[config.mk]
export PLATFORM = sky130hd
export DESIGN_NAME = eem_divider
export DESIGN_NICKNAME = d
export VERILOG_FILES = /design/src/rtl/core/eem_pkg.sv /design/src/rtl/core/eem_divider.sv
export SDC_FILE = /design/constraint.sdc
export NUM_CORES = 1
export LEC_CHECK = 0
export BUFFER_PORTS_ARGS = -buffer_cell sky130_fd_sc_hd__buf_2
export CAP_MARGIN = 20
export CORE_AREA = 2 2 150 152
export CTS_CLUSTER_SIZE = 8
export DETAILED_ROUTE_END_ITERATION = 8
export DIE_AREA = 0 0 152 154
export PLACE_DENSITY_LB_ADDON = 0.05
export SLEW_MARGIN = 20
export SYNTH_ARGS = -nofsm -noshare
export SYNTH_HDL_FRONTEND = slang
export SYNTH_SLANG_ARGS = --single-unit
[constraint.sdc]
create_clock -name clk -period 2.8 [get_ports clk]
set_input_delay 0.7 -clock clk [delete_from_list [all_inputs] [get_ports clk]]
set_output_delay 0.7 -clock clk [all_outputs]
set_load 0.1 [all_outputs]
[src/rtl/core/eem_pkg.sv]
// ----------------------------------------------------------------------------
// eem_pkg
// Shared types and constants of the energy efficiency meter.
// ----------------------------------------------------------------------------
`default_nettype none

package eem_pkg;

  localparam logic [1:0] FUNC_SAMPLE  = 2'd0;
  localparam logic [1:0] FUNC_CHG_ON  = 2'd1;
  localparam logic [1:0] FUNC_CHG_OFF = 2'd2;
  localparam logic [1:0] FUNC_RESET   = 2'd3;

  localparam logic REG_FINAL_DRIVE = 1'b0;
  localparam logic REG_WHEEL       = 1'b1;

  localparam logic [12:0] FINAL_DRIVE_RST = 13'd2304;
  localparam logic [11:0] WHEEL_RST       = 12'd2000;

  localparam int ENTRY_E_W = 36;
  localparam int ENTRY_D_W = 27;

  localparam int DIV_N_W   = 64;
  localparam int DIV_D_W   = 48;
  localparam int DIV_CNT_W = 6;

  localparam logic [31:0] MIN_GAP_MS = 32'd500;
  localparam logic [31:0] MAX_DT_MS  = 32'd65535;

  localparam logic [63:0] DIST_ENTRY_MAX = 64'd134217727;
  localparam logic [63:0] WHKM_MAX       = 64'd549755813887;
  localparam logic [63:0] KMKWH_MAX      = 64'd1000000000;
  localparam logic [47:0] CHG_E_MAX      = 48'd140737488355327;
  localparam logic [40:0] SESS_D_MAX     = 41'd1099511627775;

  localparam logic [63:0] K_WHKM  = 64'd2500;
  localparam logic [47:0] K_NINE  = 48'd9;
  localparam logic [63:0] K_KMKWH = 64'd3600000;
  localparam logic [28:0] K_RPM   = 29'd60000;
  localparam logic [9:0]  K_MIN_D = 10'd1000;

  typedef struct packed {
    logic               start;
    logic [DIV_N_W-1:0] dividend;
    logic [DIV_D_W-1:0] divisor;
  } div_req_t;

  typedef struct packed {
    logic               done;
    logic [DIV_N_W-1:0] quotient;
  } div_rsp_t;

endpackage

`default_nettype wire

[src/rtl/core/eem_divider.sv]
// ----------------------------------------------------------------------------
// eem_divider
// Restoring unsigned divider, one quotient bit per cycle.
// ----------------------------------------------------------------------------
`default_nettype none

module eem_divider (
  input  wire                   clk,
  input  wire                   rst,
  input  eem_pkg::div_req_t     req,
  output eem_pkg::div_rsp_t     rsp
);

  logic [eem_pkg::DIV_D_W-1:0]   rem;
  logic [eem_pkg::DIV_N_W-1:0]   quo;
  logic [eem_pkg::DIV_D_W-1:0]   dvs;
  logic [eem_pkg::DIV_CNT_W-1:0] cnt;
  logic                          busy;
  logic                          done;
  logic [eem_pkg::DIV_D_W:0]     trial;
  logic                          fits;

  assign trial = {rem, quo[eem_pkg::DIV_N_W-1]};
  assign fits  = trial >= {1'b0, dvs};

  always_ff @(posedge clk) begin
    if (rst) begin
      busy <= 1'b0;
      done <= 1'b0;
      cnt  <= '0;
    end else begin
      done <= 1'b0;
      if (req.start) begin
        busy <= 1'b1;
        cnt  <= '0;
      end else if (busy) begin
        cnt <= cnt + 1'b1;
        if (cnt == eem_pkg::DIV_CNT_W'(eem_pkg::DIV_N_W - 1)) begin
          busy <= 1'b0;
          done <= 1'b1;
        end
      end
    end
  end

  always_ff @(posedge clk) begin
    if (req.start) begin
      rem <= '0;
      quo <= req.dividend;
      dvs <= req.divisor;
    end else if (busy) begin
      rem <= fits ? eem_pkg::DIV_D_W'(trial - {1'b0, dvs}) : trial[eem_pkg::DIV_D_W-1:0];
      quo <= {quo[eem_pkg::DIV_N_W-2:0], fits};
    end
  end

  assign rsp.done     = done;
  assign rsp.quotient = quo;

endmodule

`default_nettype wire

==> metrics.cfg, run 1 <==
[clock_network]
insertion_delay_ns=0.44
clock_sinks=168
numCtsBuffers=17
cts_root_buf=clkbuf_16
cts_buffer_depth=2
cts_tree=built
clk_pin_slew_worst_paths_ns=0.07
htree_levels=4

[global_routing]
grt_use_met1=0.276
grt_overflow_total=0
grt_first_pass_wirelength_um=41600
grt_use_met3=0.0572
grt.total_usage=0.217
antenna_found_initial=0
grtUsageMet2=0.364
busiest_layer=met2
grt_pass1_vias=8302
grt_max_degree=84

[worst_setup_path]
cp_max_fo=7
cp_cell_sequence=inv_2, ha_4, and4_4, nand4_1, a311oi_2, nor3_4, o41ai_4, a21oi_4, o21a_4, or4_1, a311oi_1
criticalPathCategory=reg -> reg
endpoint_kind=flip-flop
required_ns=3.15
r2r_start=dvs[11]
rrSetupSlack_ns=-0.09
cp-start-kind=flip-flop
critPathSlowestCell=or4_1
crit_path_start=dvs[11]
cp_slowest_stage_delay_ns=0.46
worstPathArrival_ns=3.24

[timing]
fmax_mhz=346
min_period_ns=2.89
hold_violations=0
finClkSkew_ns=0.0130
fin_hold_ws_ns=0.416
rsz0062_at_grt=true
slew_headroom=0.662
max_slew.worst_pin.slew_ns=0.510
setup_violations=17
worst_slack_ns=-0.0886
slew_violations=0
fin_crit_sh=1.03
fin_tns_setup_ns=-0.365

[yosys]
synth-seq-cells=168
synth_edf_count=112
async_flop_share=0
synth_common_cells=edfxtp_1 (112), nor2_1 (78), mux2_2 (67)
yosysUniqueCellTypes=60
synth_flop_cell=edfxtp_1
postSynthCellCount=925
synthTopCellsByArea=edfxtp_1 (35%), dfxtp_1 (12%), mux2_2 (7.8%)
syn_area_per_cell_sq_um=10.4
synth.most_common_cell=edfxtp_1
syn-num-nets=1090
ys_seq_area_frac=0.465
synth_top_area_share=0.349
yosysWarnings=0
synth_largest_area_cell=edfxtp_1
syn_area_sq_um=9640

[power]
max-vdd-ir-drop_uv=461
leakage_nw=5.72
p_per_area_nw_per_um2=637
power.total_mw=8.49

[floorplan]
io_pins=180
die_h_um=154
std_cell_rows=54
dieArea_sq_um=23400
start_util=0.445
coreArea_sq_um=21700
die_w_um=152

[placed_design]
routabilityCongestion=0.896
preCtsSetupSlack_ns=-0.318
placedCellCount=1491
placed_area_sq_um=12000
port_buffers=179
hpwl_um=18100

[finish]
fin_area_sq_um=13300
area_delta_synth_final_pct=38.2
antenna_cells_inserted=0
nets=1423
fill_cells=1866
seq_area_sq_um=4490
instances_no_fill=1550
multi_input_area_sq_um=5230
final_util=0.614
drive_above_1_share=0.429

[outcome]
violations=setup timing
status=finished with violations

[detailed_routing]
vias=8231
drt-wirelength-per-cell_um=16.5
postRouteAntennaNets=0
first_pass_iters=4
vias_per_cell=5.31
drc=0
dr.first_iter.drc_count=382
wirelength_um=25600

[worst_hold_path]
hp-start=rst
hold_class=in -> reg

[run]
maxCapViolCount=0

metal layers:
metal | up-vias | routed length [um]
met5 | - | 0
met4 | 0 | 468
li1 | 4106 | -
met2 | 187 | 12200
met1 | 3903 | 11500
met3 | 35 | 1450
logic make-up (layout without fill, tap and decap cells):
group	after synthesis	count (layout)	share of synthesized area
AO/OA/AOI/OAI	231	232	0.163
flip-flops	168	168	0.465
adder cells (fa/ha/maj)	50	50	0.0657
AND/OR/NAND/NOR	224	224	0.112
buffers and inverters	112	456	0.0461
multiplexers	100	100	0.113
XOR/XNOR	40	40	0.0363
final cells by class:
class / instances / area share
well taps: 280 / 0.0263
multi-input cells: 646 / 0.392
flip-flops and latches: 168 / 0.337
clock buffers: 17 / 0.0319
inverters: 64 / 0.0180
repair buffers: 361 / 0.183
clock inverters: 14 / 0.0115
power breakdown:
group          internal, mW  switching [mW]
sequential             2.90           0.125
clock                  1.26            1.12
combinational          1.22            1.85
total                  5.38            3.10
state kept, by name, indices dropped and copies added, names as in the netlist:
signal and flops:
done 1, busy 1, dvs 48, rem 48
quo 64, cnt 6
path summary, 6_finish.rpt:
path                                end  cells past startpoint
worst min register to register   cnt[5]                      2
worst min-delay path               busy                      2
worst max register to register  rem[46]                     11
worst max-delay path            rem[46]                     11
timing repair:
action	in CTS	in global routing
hold buffers	0	0
buffers inserted	15	15
hold endpoints to repair	0	0
setup endpoints to repair	49	49
pin swaps	31	47
gates resized for setup	40	75
cloned	2	2
cell usage in the layout (no fill, tap or decap), types with 6 or more instances in the layout:
cell and instances:
nand3_1 11, or3_1 6, buf_12 6, inv_1 56
a211oi_2 6, o21bai_1 11, ha_4 12, o21ai_1 6
nor3_1 8, xor2_1 16, buf_4 159, nand2_1 52
o21ai_2 9, xnor2_1 23, mux2_2 65, edfxtp_1 112
a21oi_1 48, mux2i_1 32, nand4_1 22, buf_2 178
dfxtp_1 55, o21ai_0 22, nor3b_1 8, inv_2 8
nor2_1 78, ha_1 36, a21o_1 21, clkbuf_16 19
a211oi_1 32, a21oi_2 8, buf_6 14
critical path, delay by kind of cell (launching register included):
family	cells	cell delay [ns]
flip-flops	1	0.34
AND/OR/NAND/NOR	4	0.85
AO/OA/AOI/OAI	5	1.25
adder cells (fa/ha/maj)	1	0.30
buffers and inverters	1	0.04
Power figures use the tool's default switching activity.
==> run 2: changes to the inputs <==
--- a/config.mk
+++ b/config.mk
@@ -6,10 +6,11 @@
 export NUM_CORES = 1
 export LEC_CHECK = 0
+export ABC_AREA = 1
 export BUFFER_PORTS_ARGS = -buffer_cell sky130_fd_sc_hd__buf_2
 export CAP_MARGIN = 20
-export CORE_AREA = 2 2 150 152
+export CORE_AREA = 2 2 161 163
 export CTS_CLUSTER_SIZE = 8
 export DETAILED_ROUTE_END_ITERATION = 8
-export DIE_AREA = 0 0 152 154
+export DIE_AREA = 0 0 163 165
 export PLACE_DENSITY_LB_ADDON = 0.05
 export SLEW_MARGIN = 20
==> constraint.sdc (replaced) <==
create_clock -name clk -period 2.8 [get_ports clk]
set_input_delay 0.7 -clock clk [delete_from_list [all_inputs] [get_ports clk]]
set_output_delay 0.7 -clock clk [all_outputs]
set_load 0.005 [all_outputs]
==> metrics.cfg, run 2 <==
[timing]
min_period_ns=2.50  ; -0.394 ns
slew_violations=0  ; unchanged
hold_violations=0  ; unchanged
worst_slack_ns=0.305  ; +0.394 ns
rsz0062_at_grt=false
setup_violations=0  ; -17
fmax_mhz=401  ; +16%
slew_headroom=0.614  ; -0.0477
fin_hold_ws_ns=0.424  ; +0.00828 ns
max_slew.worst_pin.slew_ns=0.578  ; +0.0672 ns
finClkSkew_ns=0.0167  ; +0.00369 ns
fin_tns_setup_ns=0  ; +0.365 ns
fin_crit_sh=0.891  ; -0.141

[yosys]
synth_edf_count=112  ; unchanged
yosysUniqueCellTypes=36  ; -40%
async_flop_share=0  ; unchanged
synthTopCellsByArea=edfxtp_1 (30%), nand2_1 (24%), dfxtp_1 (10%)
synth-seq-cells=168  ; unchanged
syn_area_per_cell_sq_um=6.78  ; -35%
synth_largest_area_cell=edfxtp_1
ys_seq_area_frac=0.404  ; -0.0611
synth_common_cells=nand2_1 (710), inv_1 (295), nand3_1 (115)
synth.most_common_cell=nand2_1
postSynthCellCount=1638  ; +77%
syn-num-nets=1803  ; +65%
yosysWarnings=0  ; unchanged
synth_flop_cell=edfxtp_1
synth_top_area_share=0.303  ; -0.0459
syn_area_sq_um=11100  ; +15%

[power]
intPower_mw=4.31  ; -20%
comb_power_share=0.122  ; -0.240
p_switching_mw=1.70  ; -45%
leakage_nw=7.01  ; +23%
pwr-share-clk=0.396  ; +0.115
p_per_area_nw_per_um2=465  ; -27%
max-vdd-ir-drop_uv=336  ; -27%
netSwitchingFraction=0.283  ; -0.0825
seq_power_share=0.483  ; +0.127

[worst_setup_path]
r2r_end=rem[34]
rrSetupSlack_ns=0.30  ; +0.39 ns
cp-start-kind=flip-flop
crit_path_start=dvs[8]
r2r_start=dvs[8]
required_ns=3.14  ; about the same
endpoint_kind=flip-flop
ff2ff_path_depth=17  ; +6
criticalPathCategory=reg -> reg
cp_max_fo=31  ; +24
worstPathArrival_ns=2.84  ; -0.40 ns

[clock_network]
insertion_delay_ns=0.45  ; about the same
cts_resized=0  ; -100%
clock_sinks=168  ; unchanged
ctsHoldBuffers=0  ; unchanged
clk_pin_slew_worst_paths_ns=0.08  ; about the same
htree_levels=4  ; unchanged
cts_root_buf=clkbuf_16
cts_setup_buffers=0  ; -15
cts_buffer_depth=2  ; unchanged
numCtsBuffers=17  ; unchanged
cts_tree=built

[finish]
mostFrequentLayoutCell=nand2_1
area_delta_synth_final_pct=16.6
antenna_cells_inserted=0  ; unchanged
reg_top3=quo: 64 flops, dvs: 48 flops, rem: 48 flops
final_cell_mix=nand2_1 (710), inv_1 (294), buf_2 (178), nand3_1 (115), edfxtp_1 (112)
nets=1974  ; +39%
top_register=quo
drive_above_1_share=0.138  ; -0.291
largest_register_ffs=64  ; unchanged
final_util=0.517  ; -0.0973
fin_area_sq_um=12900  ; -2.8%

[global_routing]
grt_overflow_total=0  ; unchanged
grt.total_usage=0.240  ; +0.0231
antenna_found_initial=0  ; unchanged
grt_first_pass_wirelength_um=50400  ; +21%
grt_max_degree=87  ; +3.6%
grt_pass1_vias=9824  ; +18%

[detailed_routing]
highest_layer=met4
vias_per_cell=4.76  ; -10%
postRouteAntennaNets=0  ; unchanged
first_pass_iters=6  ; +2
dr_wl_met2_um=13900  ; +14%
drt-wirelength-per-cell_um=14.5  ; -12%
dr.first_iter.drc_count=792  ; +110%
wirelength_um=31200  ; +22%
vias=10300  ; +25%
drc=0  ; unchanged
wl_met1_um=14500  ; +27%
dr_wl_met3_um=2020  ; +40%

[floorplan]
die_w_um=163  ; +7.2%
io_pins=180  ; unchanged
die_h_um=165  ; +7.1%
start_util=0.443  ; -0.00117
coreArea_sq_um=25000  ; +15%
dieArea_sq_um=26900  ; +15%
std_cell_rows=58  ; +7.4%

[outcome]
status=finished clean

[worst_hold_path]
hold_class=in -> reg
hp-start=req[19]
hold_end=dvs[19]
holdPathStages=1  ; -1

[placed_design]
port_buffers=179  ; unchanged
preCtsSetupSlack_ns=0.311  ; +0.629 ns
hpwl_um=23800  ; +31%
placed_area_sq_um=12400  ; +3.3%
routabilityCongestion=0.992  ; +11%

[run]
maxCapViolCount=0  ; unchanged

## run 2: worst max-delay path by stage
stage | slack, ns | to
final | 0.30 | rem[34]
after global routing | 0.09 | rem[33]
after CTS | 0.30 | rem[34]
after detailed placement | 0.31 | rem[34]
after global placement | 0.29 | rem[34]
after floorplan | 0.59 | quo[0]
## run 2: metrics by stage
step           total power, mW  std cells
2_1_floorplan             3.36       1638
3_3_place_gp              3.69       2120
3_5_place_dp              3.69       2120
4_1_cts                   6.09       2152
5_1_grt                   6.28       2152
6_report                  6.01       2152
## run 2: cells by family after synthesis
family | after synthesis | share of synthesized area
buf+inv | 345 | 0.122
simple gates | 985 | 0.366
fa+ha+maj | 50 | 0.0570
xor+xnor | 23 | 0.0181
compound gates | 67 | 0.0329
flops | 168 | 0.404
## run 2: power groups by stage
stage / Combinational, mW / Clock, mW / Sequential (mW)
2_1_floorplan: 0.399 / 0 / 2.96
3_3_place_gp: 0.734 / 0 / 2.96
3_5_place_dp: 0.741 / 0 / 2.95
4_1_cts: 0.742 / 2.44 / 2.91
5_1_grt: 0.835 / 2.52 / 2.92
6_report: 0.731 / 2.38 / 2.90
## run 2: worst max-delay path, stage by stage, from the launching register on
cell	delay (ns)
edfxtp_1	0.37
inv_1	0.07
ha_1	0.27
nand2_1	0.17
inv_1	0.05
nand2_1	0.06
nand2_1	0.07
inv_1	0.07
nand3_2	0.19
nand2_1	0.13
nand2_2	0.11
nand3_4	0.09
buf_4	0.36
nand3_1	0.12
nand2_1	0.08
inv_1	0.07
nand2_1	0.06
nand2_1	0.05
## run 2: cell type report
| type | count | area (sq um) |
|---|---|---|
| clock buffers | 18 | 429 |
| fillers | 2573 | 12100 |
| repair buffers | 192 | 1050 |
| well taps | 330 | 413 |
| inverters | 305 | 1140 |
| clock inverters | 14 | 155 |
| multi-input cells | 1125 | 5280 |
| flip-flops and latches | 168 | 4480 |
## run 2: layer usage
metal | vias up | GRT usage
met5 | - | 0
met4 | 0 | 0.0784
met3 | 52 | 0.0555
met2 | 314 | 0.386
met1 | 4517 | 0.320
li1 | 5371 | -
